===== config.mk =====
export PLATFORM = sky130hd
export DESIGN_NAME = bounded_undo_redo_history_flat
export DESIGN_NICKNAME = d
export VERILOG_FILES = /design/src/hdl/bur_pkg.sv /design/src/hdl/bur_cmd_if.sv /design/src/hdl/bur_rsp_if.sv /design/src/hdl/bur_cfg_if.sv /design/src/hdl/bur_ram.sv /design/src/hdl/bur_ctrl.sv /design/src/hdl/bur_dp.sv /design/src/hdl/bounded_undo_redo_history.sv /design/src/flat_wrapper.sv
export SDC_FILE = /design/constraint.sdc
export NUM_CORES = 1
export LEC_CHECK = 0
export BUFFER_PORTS_ARGS = -buffer_cell sky130_fd_sc_hd__buf_4
export CORE_ASPECT_RATIO = 0.9
export CORE_MARGIN = 2
export CORE_UTILIZATION = 35
export CTS_BUF_LIST = sky130_fd_sc_hd__clkbuf_16
export DETAILED_ROUTE_END_ITERATION = 12
export PLACE_DENSITY_LB_ADDON = 0.15
export SLEW_MARGIN = 20
export SYNTH_ARGS = -nofsm -noshare
export SYNTH_HDL_FRONTEND = slang
export SYNTH_SLANG_ARGS = --single-unit

===== constraint.sdc =====
create_clock -name clk -period 11.3 [get_ports clk]
set_input_delay 1.13 -clock clk [delete_from_list [all_inputs] [get_ports clk]]
set_output_delay 1.13 -clock clk [all_outputs]
set_load 0.02 [all_outputs]

===== src/hdl/bur_pkg.sv =====
// ----------------------------------------------------------------------------
// bur_pkg: shared types and codes of the bounded undo/redo history
// Field widths, command and status codes, and the control and status
// structs that join the controller to the datapath.
// ----------------------------------------------------------------------------
package bur_pkg;

  localparam int DEPTH_DEFAULT = 8;

  localparam int FUNC_W   = 2;
  localparam int KIND_W   = 3;
  localparam int BRIGHT_W = 16;
  localparam int STATUS_W = 3;
  localparam int CNT_W    = 4;
  localparam int REC_W    = KIND_W + BRIGHT_W;

  typedef logic        [FUNC_W-1:0]   func_t;
  typedef logic        [KIND_W-1:0]   kind_t;
  typedef logic signed [BRIGHT_W-1:0] bright_t;
  typedef logic        [STATUS_W-1:0] status_t;
  typedef logic        [CNT_W-1:0]    cnt_t;

  localparam func_t FUNC_ADD  = 2'd0;
  localparam func_t FUNC_UNDO = 2'd1;
  localparam func_t FUNC_REDO = 2'd2;

  localparam status_t ST_ADDED   = 3'd0;
  localparam status_t ST_DROPPED = 3'd1;
  localparam status_t ST_MOVED   = 3'd2;
  localparam status_t ST_NO_UNDO = 3'd3;
  localparam status_t ST_NO_REDO = 3'd4;

  localparam kind_t KIND_NONE          = 3'd0;
  localparam kind_t KIND_ADJUST_COLORS = 3'd1;
  localparam kind_t KIND_ADJUST_UNDO   = 3'd2;
  localparam kind_t KIND_FILTER        = 3'd3;
  localparam kind_t KIND_CROP          = 3'd4;

  localparam cnt_t MAX_DEPTH_RESET = 4'd3;

  // Commands from the controller to the datapath.
  typedef struct packed {
    logic latch;
    logic exec;
    logic load_now;
    logic load_res;
  } bur_ctl_t;

  // Status from the datapath to the controller.
  typedef struct packed {
    logic move;
  } bur_sts_t;

endpackage


===== src/hdl/bur_cmd_if.sv =====
// ----------------------------------------------------------------------------
// bur_cmd_if: command channel
// Carries one history command per transfer: func, op_kind and brightness.
// ----------------------------------------------------------------------------
interface bur_cmd_if import bur_pkg::*; ();
  logic    valid;
  logic    ready;
  func_t   func;
  kind_t   op_kind;
  bright_t brightness;

  modport source (output valid, func, op_kind, brightness, input ready);
  modport sink   (input valid, func, op_kind, brightness, output ready);
endinterface


===== src/hdl/bur_rsp_if.sv =====
// ----------------------------------------------------------------------------
// bur_rsp_if: result channel
// Carries one result per command: status, reported record and entry count.
// ----------------------------------------------------------------------------
interface bur_rsp_if import bur_pkg::*; ();
  logic    valid;
  logic    ready;
  status_t status;
  kind_t   op_kind_out;
  bright_t brightness_out;
  cnt_t    entries;

  modport source (output valid, status, op_kind_out, brightness_out, entries, input ready);
  modport sink   (input valid, status, op_kind_out, brightness_out, entries, output ready);
endinterface


===== src/hdl/bur_cfg_if.sv =====
// ----------------------------------------------------------------------------
// bur_cfg_if: configuration write channel
// Carries a new value of the max_depth register per transfer.
// ----------------------------------------------------------------------------
interface bur_cfg_if import bur_pkg::*; ();
  logic valid;
  logic ready;
  cnt_t max_depth;

  modport source (output valid, max_depth, input ready);
  modport sink   (input valid, max_depth, output ready);
endinterface


===== src/hdl/bur_ram.sv =====
// ----------------------------------------------------------------------------
// bur_ram: generic simple dual-port RAM
// One write port and one read port with registered read data.
// ----------------------------------------------------------------------------
module bur_ram #(
  parameter int WIDTH = 8,
  parameter int DEPTH = 8,
  localparam int AW = (DEPTH > 1) ? $clog2(DEPTH) : 1
) (
  input  logic             clk,
  input  logic             we,
  input  logic [AW-1:0]    waddr,
  input  logic [WIDTH-1:0] wdata,
  input  logic             re,
  input  logic [AW-1:0]    raddr,
  output logic [WIDTH-1:0] rdata
);

  logic [WIDTH-1:0] mem [DEPTH];

  always_ff @(posedge clk) begin
    if (we) begin
      mem[waddr] <= wdata;
    end
    if (re) begin
      rdata <= mem[raddr];
    end
  end

endmodule


===== src/hdl/bur_ctrl.sv =====
// ----------------------------------------------------------------------------
// bur_ctrl: command sequencer
// Takes a command, lets the datapath execute it, and loads the result
// register once it is free.
// ----------------------------------------------------------------------------
module bur_ctrl import bur_pkg::*; (
  input  logic     clk,
  input  logic     rst,
  input  logic     cmd_valid,
  output logic     cmd_ready,
  output logic     rsp_valid,
  input  logic     rsp_ready,
  input  bur_sts_t sts,
  output bur_ctl_t ctl
);

  typedef enum logic [2:0] {
    S_IDLE = 3'b001,
    S_EXEC = 3'b010,
    S_LOAD = 3'b100
  } state_t;

  state_t state;
  state_t state_next;
  logic   out_free;

  assign out_free  = !rsp_valid || rsp_ready;
  assign cmd_ready = (state == S_IDLE);

  always_comb begin
    state_next = state;
    ctl        = '0;
    unique case (state)
      S_IDLE: begin
        if (cmd_valid) begin
          ctl.latch  = 1'b1;
          state_next = S_EXEC;
        end
      end
      S_EXEC: begin
        ctl.exec = 1'b1;
        // A result without a record read can go out right away.
        if (!sts.move && out_free) begin
          ctl.load_now = 1'b1;
          state_next   = S_IDLE;
        end else begin
          state_next = S_LOAD;
        end
      end
      S_LOAD: begin
        if (out_free) begin
          ctl.load_res = 1'b1;
          state_next   = S_IDLE;
        end
      end
      default: state_next = S_IDLE;
    endcase
  end

  always_ff @(posedge clk) begin
    if (rst) begin
      state     <= S_IDLE;
      rsp_valid <= 1'b0;
    end else begin
      state <= state_next;
      if (ctl.load_now || ctl.load_res) begin
        rsp_valid <= 1'b1;
      end else if (rsp_ready) begin
        rsp_valid <= 1'b0;
      end
    end
  end

  a_accept_exec: assert property (@(posedge clk) disable iff (rst)
    cmd_valid && cmd_ready |=> state == S_EXEC)
    else $error("accepted command did not enter execution");

  a_load_valid: assert property (@(posedge clk) disable iff (rst)
    ctl.load_now || ctl.load_res |=> rsp_valid)
    else $error("loaded result not presented");

  a_stall_hold: assert property (@(posedge clk) disable iff (rst)
    (state == S_LOAD) && rsp_valid && !rsp_ready |=> state == S_LOAD)
    else $error("result overwritten while receiver stalls");

endmodule


===== src/hdl/bur_dp.sv =====
// ----------------------------------------------------------------------------
// bur_dp: history datapath
// Ring pointers, entry count, limit register, record RAM and result register.
// ----------------------------------------------------------------------------
module bur_dp import bur_pkg::*; #(
  parameter int DEPTH = DEPTH_DEFAULT,
  localparam int SW = (DEPTH > 1) ? $clog2(DEPTH) : 1
) (
  input  logic     clk,
  input  logic     rst,
  input  logic     cfg_we,
  input  cnt_t     cfg_max_depth,
  input  func_t    func,
  input  kind_t    op_kind,
  input  bright_t  brightness,
  input  bur_ctl_t ctl,
  output bur_sts_t sts,
  output status_t  status,
  output kind_t    op_kind_out,
  output bright_t  brightness_out,
  output cnt_t     entries
);

  // Wide enough for a slot index plus any count or drop amount.
  localparam int XW = SW + 5;

  logic [SW-1:0] oldest;
  logic [SW-1:0] current;
  logic [SW-1:0] newest;
  cnt_t          count;
  cnt_t          max_depth;

  func_t   in_func;
  kind_t   in_kind;
  bright_t in_bright;

  status_t res_status;
  logic    res_move;
  logic    res_undo;

  cnt_t          lim;
  logic [SW-1:0] cur_next;
  logic [SW-1:0] cur_prev;
  logic [XW-1:0] fut_x;
  logic [XW-1:0] cnt_x;
  logic [XW-1:0] add_cnt_x;
  logic [XW-1:0] old_sum;
  logic [SW-1:0] add_slot;
  logic [SW-1:0] add_oldest;
  cnt_t          add_cnt;
  status_t       add_status;

  logic [SW-1:0] oldest_next;
  logic [SW-1:0] current_next;
  logic [SW-1:0] newest_next;
  cnt_t          count_next;
  status_t       st_c;
  logic          move_c;

  logic [REC_W-1:0] rdata;
  kind_t            rd_kind;

  always_comb begin
    if (max_depth == '0) begin
      lim = CNT_W'(1);
    end else if (32'(max_depth) > DEPTH) begin
      lim = CNT_W'(DEPTH);
    end else begin
      lim = max_depth;
    end

    cur_next = (current == SW'(DEPTH - 1)) ? '0 : current + SW'(1);
    cur_prev = (current == '0) ? SW'(DEPTH - 1) : current - SW'(1);

    // Entries past the current one, walking the ring forward.
    if (newest >= current) begin
      fut_x = XW'(newest) - XW'(current);
    end else begin
      fut_x = XW'(newest) + XW'(DEPTH) - XW'(current);
    end
    cnt_x = XW'(count);

    if (count == '0) begin
      add_slot  = oldest;
      add_cnt_x = XW'(1);
    end else begin
      add_slot  = cur_next;
      add_cnt_x = ((fut_x < cnt_x) ? cnt_x - fut_x : XW'(1)) + XW'(1);
    end

    old_sum = XW'(oldest) + add_cnt_x - XW'(lim);
    if (old_sum >= XW'(DEPTH)) begin
      old_sum = old_sum - XW'(DEPTH);
    end
    if (add_cnt_x > XW'(lim)) begin
      add_oldest = old_sum[SW-1:0];
      add_cnt    = lim;
      add_status = ST_DROPPED;
    end else begin
      add_oldest = oldest;
      add_cnt    = add_cnt_x[CNT_W-1:0];
      add_status = ST_ADDED;
    end

    oldest_next  = oldest;
    current_next = current;
    newest_next  = newest;
    count_next   = count;
    move_c       = 1'b0;
    priority if (in_func == FUNC_ADD) begin
      oldest_next  = add_oldest;
      current_next = add_slot;
      newest_next  = add_slot;
      count_next   = add_cnt;
      st_c         = add_status;
    end else if (in_func == FUNC_UNDO) begin
      if ((count == '0) || (current == oldest)) begin
        st_c = ST_NO_UNDO;
      end else begin
        current_next = cur_prev;
        move_c       = 1'b1;
        st_c         = ST_MOVED;
      end
    end else if (in_func == FUNC_REDO) begin
      if ((count == '0) || (current == newest)) begin
        st_c = ST_NO_REDO;
      end else begin
        current_next = cur_next;
        move_c       = 1'b1;
        st_c         = ST_MOVED;
      end
    end else begin
      st_c = ST_NO_REDO;
    end
  end

  assign sts.move = move_c;

  bur_ram #(
    .WIDTH (REC_W),
    .DEPTH (DEPTH)
  ) u_ring (
    .clk   (clk),
    .we    (ctl.exec && (in_func == FUNC_ADD)),
    .waddr (add_slot),
    .wdata ({in_kind, in_bright}),
    .re    (ctl.exec && move_c),
    .raddr (current_next),
    .rdata (rdata)
  );

  assign rd_kind = rdata[REC_W-1 -: KIND_W];

  always_ff @(posedge clk) begin
    if (rst) begin
      oldest    <= '0;
      current   <= '0;
      newest    <= '0;
      count     <= '0;
      max_depth <= MAX_DEPTH_RESET;
    end else begin
      if (cfg_we) begin
        max_depth <= cfg_max_depth;
      end
      if (ctl.exec) begin
        oldest  <= oldest_next;
        current <= current_next;
        newest  <= newest_next;
        count   <= count_next;
      end
    end
  end

  always_ff @(posedge clk) begin
    if (ctl.latch) begin
      in_func   <= func;
      in_kind   <= op_kind;
      in_bright <= brightness;
    end
    if (ctl.exec) begin
      res_status <= st_c;
      res_move   <= move_c;
      res_undo   <= (in_func == FUNC_UNDO);
    end
    if (ctl.load_now) begin
      status         <= st_c;
      op_kind_out    <= KIND_NONE;
      brightness_out <= '0;
      entries        <= count_next;
    end else if (ctl.load_res) begin
      status  <= res_status;
      entries <= count;
      if (res_move) begin
        // An undone color adjustment is reported as its undo kind.
        op_kind_out    <= (res_undo && (rd_kind == KIND_ADJUST_COLORS)) ?
                          KIND_ADJUST_UNDO : rd_kind;
        brightness_out <= bright_t'(rdata[BRIGHT_W-1:0]);
      end else begin
        op_kind_out    <= KIND_NONE;
        brightness_out <= '0;
      end
    end
  end

  a_add_bounds: assert property (@(posedge clk) disable iff (rst)
    ctl.exec && (in_func == FUNC_ADD) |=>
      (count != '0) && (current == newest) && (count <= $past(lim)))
    else $error("add left the history out of bounds");

  a_empty_slots: assert property (@(posedge clk) disable iff (rst)
    (count == '0) |-> (current == oldest) && (newest == oldest))
    else $error("empty history with scattered pointers");

  a_move_count: assert property (@(posedge clk) disable iff (rst)
    ctl.exec && move_c |=> count == $past(count))
    else $error("undo or redo changed the entry count");

endmodule


===== src/hdl/bounded_undo_redo_history.sv =====
// ----------------------------------------------------------------------------
// bounded_undo_redo_history: bounded undo/redo history of edit records
// Keeps a ring of edit records and answers add, undo and redo commands.
// ----------------------------------------------------------------------------
// Channels: cmd takes one command per transfer (func, op_kind, brightness);
// rsp returns exactly one result per command (status, op_kind_out,
// brightness_out, entries); cfg writes the max_depth limit and is always
// ready. Write cfg only while no command is in flight.
// Timing: a command is taken in the idle cycle and executed in the next
// one; an add or a failed move has its result loaded into the output
// register at the end of the execute cycle if that register is free, else
// in the load state. A successful undo or redo reads its record from the
// ring RAM's registered read port and is loaded in the load state. The
// sequencer handles one command at a time, so the block takes no new
// command until the result of the last one has been loaded.
// Reset: the history is empty, all pointers are zero, max_depth is 3 and
// no result is pending. The ring itself is not cleared; only written
// records are ever read.
// Stall: a finished result waits in the output register; a command that
// completes while it is still held waits in the sequencer, and cmd stays
// not ready until the result has been taken.
// ----------------------------------------------------------------------------
module bounded_undo_redo_history import bur_pkg::*; #(
  parameter int DEPTH = DEPTH_DEFAULT
) (
  input  logic     clk,
  input  logic     rst,
  bur_cmd_if.sink  cmd,
  bur_rsp_if.source rsp,
  bur_cfg_if.sink  cfg
);

  bur_ctl_t ctl;
  bur_sts_t sts;

  assign cfg.ready = 1'b1;

  bur_ctrl u_ctrl (
    .clk       (clk),
    .rst       (rst),
    .cmd_valid (cmd.valid),
    .cmd_ready (cmd.ready),
    .rsp_valid (rsp.valid),
    .rsp_ready (rsp.ready),
    .sts       (sts),
    .ctl       (ctl)
  );

  bur_dp #(
    .DEPTH (DEPTH)
  ) u_dp (
    .clk            (clk),
    .rst            (rst),
    .cfg_we         (cfg.valid),
    .cfg_max_depth  (cfg.max_depth),
    .func           (cmd.func),
    .op_kind        (cmd.op_kind),
    .brightness     (cmd.brightness),
    .ctl            (ctl),
    .sts            (sts),
    .status         (rsp.status),
    .op_kind_out    (rsp.op_kind_out),
    .brightness_out (rsp.brightness_out),
    .entries        (rsp.entries)
  );

endmodule


===== src/flat_wrapper.sv =====
// flat-port wrapper written by rule: the top's interface ports become plain ports
module bounded_undo_redo_history_flat import bur_pkg::*;
#(
  parameter int DEPTH = DEPTH_DEFAULT
)
  (clk, rst, cmd_valid, cmd_func, cmd_op_kind, cmd_brightness, cmd_ready, rsp_valid, rsp_status, rsp_op_kind_out, rsp_brightness_out, rsp_entries, rsp_ready, cfg_valid, cfg_max_depth, cfg_ready);
  bur_cmd_if cmd_i ();
  bur_rsp_if rsp_i ();
  bur_cfg_if cfg_i ();
  input  logic clk;
  input  logic rst;
  input wire logic [$bits(cmd_i.valid)-1:0] cmd_valid;
  input wire logic [$bits(cmd_i.func)-1:0] cmd_func;
  input wire logic [$bits(cmd_i.op_kind)-1:0] cmd_op_kind;
  input wire logic [$bits(cmd_i.brightness)-1:0] cmd_brightness;
  output wire logic [$bits(cmd_i.ready)-1:0] cmd_ready;
  output wire logic [$bits(rsp_i.valid)-1:0] rsp_valid;
  output wire logic [$bits(rsp_i.status)-1:0] rsp_status;
  output wire logic [$bits(rsp_i.op_kind_out)-1:0] rsp_op_kind_out;
  output wire logic [$bits(rsp_i.brightness_out)-1:0] rsp_brightness_out;
  output wire logic [$bits(rsp_i.entries)-1:0] rsp_entries;
  input wire logic [$bits(rsp_i.ready)-1:0] rsp_ready;
  input wire logic [$bits(cfg_i.valid)-1:0] cfg_valid;
  input wire logic [$bits(cfg_i.max_depth)-1:0] cfg_max_depth;
  output wire logic [$bits(cfg_i.ready)-1:0] cfg_ready;
  assign cmd_i.valid = cmd_valid;
  assign cmd_i.func = cmd_func;
  assign cmd_i.op_kind = cmd_op_kind;
  assign cmd_i.brightness = cmd_brightness;
  assign cmd_ready = cmd_i.ready;
  assign rsp_valid = rsp_i.valid;
  assign rsp_status = rsp_i.status;
  assign rsp_op_kind_out = rsp_i.op_kind_out;
  assign rsp_brightness_out = rsp_i.brightness_out;
  assign rsp_entries = rsp_i.entries;
  assign rsp_i.ready = rsp_ready;
  assign cfg_i.valid = cfg_valid;
  assign cfg_i.max_depth = cfg_max_depth;
  assign cfg_ready = cfg_i.ready;
  bounded_undo_redo_history #(.DEPTH(DEPTH)) u_core (.clk(clk), .rst(rst), .cmd(cmd_i), .rsp(rsp_i), .cfg(cfg_i));
endmodule

==> impl_metrics.toml, run 1 <==
[outcome]
status = "complete, no violations"

[logic_synthesis]
synth_seq_cells = 244
synth_fa_ha_area_share_pct = 3.11
syn_area_per_cell_um2 = 14.9
synth_xor_area_share_pct = 0.669
yosysMostFrequentCell = "edfxtp_1"
synthMuxAreaShare_pct = 8.51
yosys-top-cells-area = "edfxtp_1 59%, dfxtp_1 7.7%, mux2i_1 6.2%"
yosys-top-cells-count = "204 x edfxtp_1, 65 x mux2i_1, 61 x nor2_1, 40 x dfxtp_1, 29 x inv_1"
synth_top_flop_cell = "edfxtp_1"
netlist_instances = 703
syn_area_mm2 = 0.0105
synth_seq_area_share_pct = 66.2
synth_largest_area_cell = "edfxtp_1"
synth_edf_count = 204
synth_cell_types = 67
synth_compound_area_share_pct = 10.5
syn_nets = 756
synth_top_family_by_area = "compound AO/OA/AOI/OAI gates"
async_reset_ff_share_pct = 0
synthSimpleGateAreaFrac_pct = 7.39
yosysTopAreaCellShare_pct = 58.5
yosys_warnings = 0

[global_routing]
grt_start_max_net_pins = 62
grt_pass1_wl_mm = 35.1
grt_antenna_before_repair = 0
grtUsageTotal_pct = 14.6
grt_overflow = 0
grt_pass1_vias = 6214

[sta]
relSlewSlack_pct = 33.3
fin_skew_ns = 0.0225
period_share_pct = 48.8
worstMarginPinSlew_ns = 1.00
drv_slew = 0
final.min_clock_period_ns = 5.52
fin_ws_ns = 5.78
rsz0062_at_grt = "false"
setup_tns_ns = 0
hold_violations = 0
fmax_mhz = 181
finalSetupViolCount = 0

[setup_path]
r2r-end = "u_core.u_dp.status[0]"
worstPathArrival_ns = 5.79
r2r_start = "u_core.u_dp.current[0]"
crit_path_end_kind = "flip-flop"
rrSetupSlack_ns = 5.78
r2r_cells = 21
setup.worst_path.class = "flip-flop to flip-flop"
cp_max_fo = 13
crit_path_start_kind = "flip-flop"
required_ns = 11.58

[routing]
vias = 5983
ant_nets = 0
finalWirelength_mm = 22.4
viasPerCell = 5.02
first_pass_iters = 5
drt_iter0_markers = 315
drc_errors = 0
wl_per_cell_um = 18.8

[floorplan]
rows = 60
die_w_um = 186
die_area_mm2 = 0.0313
initial_core_util_pct = 35.3
boundaryPins = 59
coreArea_mm2 = 0.0297
fp.dieH_um = 168

[pwr]
clkPwrFrac_pct = 42.0
seqPwrFrac_pct = 51.0
power.net_switching_w = 0.000435
combPwrFrac_pct = 7.0
p_per_area_mw_per_mm2 = 161
leakagePower_nw = 4.57
p_sw_share_pct = 22.2
irDropWorstVdd_v = 0.000126
power.internal_w = 0.00152

[min_path]
holdCritStartpoint = "u_core.u_dp.u_ring.rdata[11]"
hold_end = "u_core.u_dp.brightness_out[11]"
hold-path-cell-count = 1
hold_path.class = "flip-flop to flip-flop"

[clock_network]
root_buffer = "clkbuf_16"
clk_latency_ns = 0.54
clock_sinks = 244
htree_levels = 1
cts_buffers = 26
cts_max_path_buffers = 3
cts_setup_buffers = 0
holdBufCountCts = 0
cts_tree = "yes"
cts.clk_slew.worst_paths_ns = 0.06
cts_resized = 0

[final_layout]
layout-drive-gt1-share_pct = 21.4
multiInputGateArea_mm2 = 0.00325
nFillCells = 2670
layout.nets = 823
final_cell_count_no_fill = 1193
regArea_mm2 = 0.00693
syn2layout_area_growth_pct = 16.3
n_antenna_cell = 0

[placed_design]
dp_cells = 1144
gp_congestion = 0.821
dp_slack_ns = 5.80
place_hpwl_mm = 13.4
portBuffers = 57

[run]
maxCapViolCount = 0
## per-stage QoR
stage	hold slack, ns	area, um^2	total power (W)	util, %
after floorplan	0.436	10500	0.00112	-
final	0.457	12200	0.00196	41.0
after detailed placement	0.444	11300	0.00116	38.1
after global placement	0.444	11300	0.00115	38.1
after global routing	0.474	12200	0.00204	41.0
after CTS	0.462	12200	0.00198	41.0
## sequential cells by signal (all words and copies together) (netlist names), 4 cells and up
register and count:
u_core.u_dp.count 4, u_core.u_dp.max_depth 4, u_core.u_dp.u_ring.mem 152, u_core.u_dp.entries 4, u_core.u_dp.brightness_out 16, u_core.u_dp.in_bright 16, u_core.u_dp.u_ring.rdata 19
## cell usage in the layout (no fill, tap or decap), drive strengths merged, types with 5 or more instances in the layout
master / count
edfxtp: 204
xor2: 5
dfxtp: 40
a211oi: 24
nand2b: 7
ha: 18
inv: 31
nand2: 23
clkbuf: 27
fa: 5
and2: 5
a221oi: 20
a21oi: 15
a22o: 16
nor3: 8
o21ai: 14
and3: 11
mux2i: 65
nand3: 9
a31oi: 6
nor2b: 9
clkinv: 17
mux2: 19
buf: 70
nand4: 6
nor2: 61
## layer usage
| layer | vias to the layer above | GRT usage [%] | share of wire, % |
|---|---|---|---|
| met5 | - | 0 | 0 |
| li1 | 2849 | - | - |
| met2 | 124 | 24.4 | 47 |
| met3 | 37 | 2.05 | 3.9 |
| met1 | 2973 | 20.2 | 47 |
| met4 | 0 | 3.53 | 2.2 |
## power by group through the flow
stage | clock, W | combinational [W] | sequential, W
after floorplan | 0 | 0.000105 | 0.00101
after global placement | 0 | 0.000136 | 0.00102
after detailed placement | 0 | 0.000138 | 0.00102
after CTS | 0.000847 | 0.000139 | 0.000998
after global routing | 0.000886 | 0.000153 | 0.00100
final | 0.000823 | 0.000137 | 0.000999
## area by class of cell
type | instances | share of cell area [%]
flip-flops and latches | 244 | 56.9
inverters | 30 | 0.925
repair buffers | 70 | 4.38
clock buffers | 27 | 5.55
clock inverters | 21 | 1.43
multi-input cells | 398 | 26.7
well taps | 403 | 4.14
## critical path, cell delays in order, from the launching register on
cell	delay, ns
dfxtp_1	0.43
ha_1	0.23
inv_1	0.06
fa_1	0.35
inv_1	0.07
fa_1	0.42
ha_1	0.39
a21o_1	0.21
a21o_1	0.19
ha_1	0.32
and3_1	0.23
ha_1	0.27
nand2_1	0.10
inv_1	0.07
ha_1	0.30
nor2b_1	0.12
o21ai_0	0.21
o21ai_0	0.19
nor4b_4	0.41
o31ai_4	0.21
o21a_1	0.23
mux2_2	0.26
## kinds of logic (layout without fill, tap and decap cells)
logic type / after synthesis / after routing
xor gates and xnor gates: 8 / 8
muxes: 84 / 84
DFF: 244 / 244
buffers and inverters: 61 / 148
adders and majority gates: 23 / 23
AOI/OAI and AO/OA: 128 / 128
and+or+nand+nor: 154 / 154
other: 1 / 1
## worst max-delay path by stage
stage	from	end	slack [ns]	cells past startpoint
6_report	u_core.u_dp.current[0]	u_core.u_dp.status[0]	5.78	21
3_5_place_dp	u_core.u_dp.current[0]	u_core.u_dp.status[0]	5.80	21
4_1_cts	u_core.u_dp.current[0]	u_core.u_dp.status[0]	5.81	21
2_1_floorplan	u_core.u_dp.current[0]	u_core.u_dp.status[0]	6.10	23
5_1_grt	u_core.u_dp.current[0]	u_core.u_dp.entries[1]	5.33	21
3_3_place_gp	u_core.u_dp.current[0]	u_core.u_dp.status[0]	5.92	21
Note: power is estimated with default switching activity, not from simulation.
==> inputs of run 2 (changes only) <==
- clock period: 11.3 -> 5 ns (I/O delays scaled with it)
==> run 2 against run 1 <==
Via count increased by 1.1%. Largest cell class unchanged. Design area rose by 1.7%. Hold slack got worse by 0.33 ns. Fmax rose by 16%. Worst setup slack worse by 5.5 ns. Total power grew 130%. Highest routed layer unchanged. Wire length rose by 5.0%. First-iteration DRC count down 24%. Utilization up 0.70 points. Combinational power rose to 2.6 times the previous value. Sequential cell count unchanged. Sequential power up 130%.
==> impl_metrics.toml, run 2 (same netlist as run 1, synthesis figures left out) <==
[outcome]
status = "complete, no violations"

[global_routing]
grt_pass1_vias = 6238
grtUsageTotal_pct = 15.2
grt_pass1_wl_mm = 36.1
grt_start_max_net_pins = 63
grt_antenna_before_repair = 0
grt_overflow = 0

[clock_network]
clk_latency_ns = 0.55
root_buffer = "clkbuf_16"
cts_tree = "yes"
clock_sinks = 244
cts_max_path_buffers = 3
cts_buffers = 26
htree_levels = 1
cts.clk_slew.worst_paths_ns = 0.06

[placed_design]
portBuffers = 57
gp_congestion = 0.762
placed_cell_area_mm2 = 0.0114
place_hpwl_mm = 14.4

[floorplan]
rows = 60
die_w_um = 186
boundaryPins = 59
fp.dieH_um = 168
die_area_mm2 = 0.0313
initial_core_util_pct = 35.3
coreArea_mm2 = 0.0297

[setup_path]
crit_slowest_cell = "fa_1"
required_ns = 5.28
crit_chain = "inv_1 -> ha_2 -> inv_1 -> fa_2 -> inv_2 -> fa_1 -> ha_1 -> a21o_1 -> a21o_1 -> ha_4 -> and3_1 -> ha_1 -> nand2_2 -> inv_2 -> ha_4 -> nor2b_1 -> o21ai_2 -> o21ai_2 -> nor4b_4 -> o31ai_4 -> o21a_1 -> mux2_2"
crit_path_start_kind = "flip-flop"
cp_slowest_stage_delay_ns = 0.44
setup.worst_path.class = "flip-flop to flip-flop"
cp_max_fo = 5
worstPathArrival_ns = 5.04
crit_path_end_kind = "flip-flop"

[pwr]
leakagePower_nw = 4.67
power.internal_w = 0.00344
combPwrFrac_pct = 7.9
seqPwrFrac_pct = 50.7
p_sw_share_pct = 22.8
clkPwrFrac_pct = 41.4
irDropWorstVdd_v = 0.000296
power.net_switching_w = 0.00102
p_per_area_mw_per_mm2 = 360

[sta]
period_share_pct = 95.2
fin_skew_ns = 0.0239
finalSetupViolCount = 0
final.min_clock_period_ns = 4.76
fmax_mhz = 210
worstMarginPinSlew_ns = 1.08
hold_violations = 0
whs_ns = 0.124
drv_slew = 0
relSlewSlack_pct = 28.0

[final_layout]
mostFrequentLayoutCell = "edfxtp_1"
layout.nets = 840
nFillCells = 2707
layout-drive-gt1-share_pct = 25.3
stdcell_area_mm2 = 0.0124
regMostFlops = "u_core.u_dp.u_ring.mem"
syn2layout_area_growth_pct = 18.3
n_antenna_cell = 0
largest_reg_flops = 152
mostFrequentLayoutCells = "204 x edfxtp_1, 85 x buf_4, 65 x mux2i_1"
reg_top3 = "u_core.u_dp.u_ring.mem (152), u_core.u_dp.u_ring.rdata (19)"

[routing]
drt_iter0_markers = 239
drc_errors = 0
vias = 6049
ant_nets = 0
first_pass_iters = 4
wl_per_cell_um = 19.5
finalWirelength_mm = 23.6
viasPerCell = 5.00

[run]
maxCapViolCount = 0

[min_path]
hold_path.class = "primary input to flip-flop"
[run 2: cell count changes in the layout (fill, tap and decap cells not counted), sizes merged]
cell | before | now
inv | 31 | 36
clkinv | 17 | 13
buf | 70 | 87
clkbuf | 27 | 26
[run 2: layer usage]
| layer | share of wire (%) | global-route usage [%] |
|---|---|---|
| met3 | 4.2 | 2.03 |
| met5 | 0 | 0 |
| met1 | 47 | 21.2 |
| met2 | 47 | 25.1 |
| met4 | 2.4 | 3.73 |
[run 2: power groups by stage]
stage	clock, W	sequential [W]	combinational, W
final	0.00185	0.00226	0.000352
after global routing	0.00198	0.00226	0.000384
after CTS	0.00189	0.00226	0.000336
after detailed placement	0	0.00230	0.000334
after global placement	0	0.00230	0.000330
after floorplan	0	0.00229	0.000242
[run 2: layout make-up]
cell class | count | area, um^2 | area share (%)
Sequential cell | 244 | 6930 | 56.0
Clock buffer | 26 | 651 | 5.26
Timing Repair Buffer | 87 | 678 | 5.48
Tap cell | 403 | 504 | 4.07
Inverter | 30 | 113 | 0.910
Clock inverter | 22 | 176 | 1.43
Multi-Input combinational cell | 398 | 3330 | 26.9
[run 2: final timing paths]
kind                                startpoint                        endpoint  slack, ns  cells past startpoint
setup / recovery         u_core.u_dp.newest[0]           u_core.u_dp.status[0]       0.24                     22
hold / removal               cmd_brightness[3]        u_core.u_dp.in_bright[3]       0.12                      1
setup reg to reg         u_core.u_dp.newest[0]           u_core.u_dp.status[0]       0.24                     22
hold reg to reg   u_core.u_dp.u_ring.rdata[13]  u_core.u_dp.brightness_out[13]       0.46                      1
[run 2: critical path: cells and delay by family (launching register included)]
family	cells	cell delay, ns
multiplexers	1	0.26
flip-flops	1	0.30
adder cells (fa/ha/maj)	7	1.95
AND/OR/NAND/NOR	4	0.72
AO/OA/AOI/OAI	6	1.05
buffers and inverters	4	0.22
[run 2: through the flow]
| stage | setup slack, ns | utilization [%] | setup TNS, ns | instances | total power (W) |
|---|---|---|---|---|---|
| final | 0.240 | 41.7 | 0 | 1210 | 0.00445 |
| after global routing | -0.00832 | 41.7 | -0.00832 | 1210 | 0.00463 |
| after CTS | 0.00495 | 41.3 | 0 | 1206 | 0.00448 |
| after detailed placement | 0.0365 | 38.6 | 0 | 1158 | 0.00263 |
| after global placement | 0.101 | 38.6 | 0 | 1158 | 0.00263 |
| after floorplan | 0.0187 | - | 0 | 703 | 0.00253 |
[run 2: what timing repair did]
action	in CTS	in global routing
hold endpoints to repair	0	0
endpoints found under the setup margin	0	13
buffers inserted	0	4
hold buffers	0	0
resized for setup	0	20
==> inputs of run 3 (changes only) <==
- CTS_CLUSTER_DIAMETER: not set -> 120
- clock period: 5 -> 4.1 ns (I/O delays scaled with it)
==> run 3 against run 2 <==
Clock-buffer cell count rose by 1. Combinational power rose by 36%. Sequential cell count did not move. Cell count grew 2.9%. Die area did not move. Via count is 2.3% higher. Hold slack worse by 0.095 ns. Global-route usage rose by 0.46 points. Largest power group unchanged. The flow now finishes with violations (negative setup slack). Worst setup slack worse by 0.74 ns. First-iteration DRC count is 26% higher. Utilization rose by 1.4 points. Sequential share of layout area is 1.8 points lower.
==> impl_metrics.toml, run 3 (same netlist as run 1, synthesis figures left out) <==
[routing]
ant_nets = 0
drc_errors = 0
wl_per_cell_um = 19.6
first_pass_iters = 5
viasPerCell = 4.97
vias = 6188
drt_iter0_markers = 300
finalWirelength_mm = 24.4

[sta]
setup_tns_ns = -4.92
rsz0062_at_grt = "true"
drv_slew = 0
final.min_clock_period_ns = 4.60
whs_ns = 0.0298
relSlewSlack_pct = 44.1
fin_ws_ns = -0.503
fmax_mhz = 217
fin_skew_ns = 0.0121
finalSetupViolCount = 13
period_share_pct = 112
worstMarginPinSlew_ns = 0.837
hold_violations = 0

[min_path]
holdCritStartpoint = "cmd_brightness[8]"
hold-path-cell-count = 1
hold_path.class = "primary input to flip-flop"
hold_end = "u_core.u_dp.in_bright[8]"

[final_layout]
regMostFlops = "u_core.u_dp.u_ring.mem"
n_antenna_cell = 0
mostFrequentLayoutCells = "204 x edfxtp_1, 117 x buf_4, 63 x mux2i_1"
layout-drive-gt1-share_pct = 31.0
layout.nets = 875
syn2layout_area_growth_pct = 22.3
largest_reg_flops = 152
stdcell_area_mm2 = 0.0128
mostFrequentLayoutCell = "edfxtp_1"
reg_top3 = "u_core.u_dp.u_ring.mem (152), u_core.u_dp.u_ring.rdata (19)"

[setup_path]
cp_max_fo = 7
crit_path_end_kind = "flip-flop"
required_ns = 4.38
crit_path_start_kind = "flip-flop"
r2r-end = "u_core.u_dp.entries[3]"
rrSetupSlack_ns = -0.50
r2r_cells = 23
r2r_start = "u_core.u_dp.newest[0]"
setup.worst_path.class = "flip-flop to flip-flop"
worstPathArrival_ns = 4.88

[floorplan]
die_area_mm2 = 0.0313
initial_core_util_pct = 35.3
fp.dieH_um = 168
coreArea_mm2 = 0.0297
rows = 60
die_w_um = 186
boundaryPins = 59

[clock_network]
cts_max_path_buffers = 3
clock_sinks = 244
htree_levels = 1
clk_latency_ns = 0.55
root_buffer = "clkbuf_16"
cts_tree = "yes"
cts.clk_slew.worst_paths_ns = 0.06
cts_buffers = 27
holdBufCountCts = 0

[pwr]
irDropWorstVdd_v = 0.000316
seqPwrFrac_pct = 49.5
clkPwrFrac_pct = 41.9
power.internal_w = 0.00427
power.net_switching_w = 0.00129
p_per_area_mw_per_mm2 = 435
p_sw_share_pct = 23.2
power.total_w = 0.00557
combPwrFrac_pct = 8.6
leakagePower_nw = 4.89

[global_routing]
grt_pass1_wl_mm = 36.8
grt_antenna_before_repair = 0
grt_pass1_vias = 6270
grt_start_max_net_pins = 63
grtUsageTotal_pct = 15.6
grt_overflow = 0

[placed_design]
place_hpwl_mm = 15.4
portBuffers = 57
placed_cell_area_mm2 = 0.0117
gp_congestion = 0.821

[outcome]
violations = "negative setup slack"
status = "complete, but fails checks"

[run]
maxCapViolCount = 0
-- run 3: cell types whose count changed in the layout (fill, tap and decap cells not counted), moves of 3 or more --
cell / change
a211oi_1: -3
buf_4: +32
o21ai_1: +5
buf_6: +3
a211oi_2: +3
inv_1: -4
ha_4: +3
o21ai_0: -4
-- run 3: layout make-up --
cell class,count,area (um^2)
clock buffers,27,676
clock inverters,22,186
fillers,2665,16800
inverters,30,115
multi-input cells,398,3460
flip-flops and latches,244,6930
well taps,403,504
repair buffers,121,932
-- run 3: routing by layer --
layer | vias to the layer above | GRT usage [%] | wire length, um
li1 | 2944 | - | -
met1 | 3083 | 21.8 | 11400
met2 | 124 | 25.6 | 11500
met3 | 37 | 2.68 | 983
met4 | 0 | 3.56 | 486
met5 | - | 0 | 0
-- run 3: what timing repair did --
action,4_1_cts,5_1_grt
setup endpoints to repair,13,13
hold endpoints to repair,0,0
pin swaps,13,4
resized for setup,10,26
buffers inserted,1,2
-- run 3: how the worst max path moves through the flow --
stage                                       from                      to  slack (ns)
final                      u_core.u_dp.newest[0]  u_core.u_dp.entries[3]       -0.50
after global placement     u_core.u_dp.newest[0]   u_core.u_dp.status[0]       -0.49
after global routing       u_core.u_dp.newest[0]  u_core.u_dp.entries[3]       -0.65
after detailed placement   u_core.u_dp.newest[0]  u_core.u_dp.entries[2]       -0.61
after floorplan           u_core.u_dp.current[0]   u_core.u_dp.status[0]       -0.68
after CTS                  u_core.u_dp.newest[0]  u_core.u_dp.entries[3]       -0.47
-- run 3: critical path: stages, from the launching register on --
cell and delay [ns]:
dfxtp_2 0.31, inv_2 0.07, ha_4 0.13, inv_2 0.04, fa_2 0.35, inv_2 0.07
fa_2 0.45, ha_4 0.23, a21o_1 0.16, a21o_1 0.22, ha_4 0.18, and3_4 0.15
ha_4 0.27, nand2_4 0.06, inv_4 0.07, ha_4 0.19, nor2b_4 0.13, o21ai_4 0.16
nor4_4 0.08, nor4b_4 0.40, o31ai_4 0.13, buf_6 0.16, mux2i_2 0.20, o21ai_1 0.12
-- run 3: through the flow --
step,std cells,setup slack (ns),utilization [%]
finish,1245,-0.503,43.2
global route,1245,-0.647,43.2
CTS,1243,-0.470,42.7
detailed placement,1193,-0.615,39.6
global placement,1193,-0.493,39.6
floorplan,703,-0.681,-
-- run 3: power groups by stage --
stage	registers (W)	clock network [W]	logic, W
floorplan	0.00279	0	0.000307
global placement	0.00280	0	0.000444
detailed placement	0.00281	0	0.000448
CTS	0.00275	0.00239	0.000464
global route	0.00276	0.00248	0.000523
finish	0.00275	0.00233	0.000480
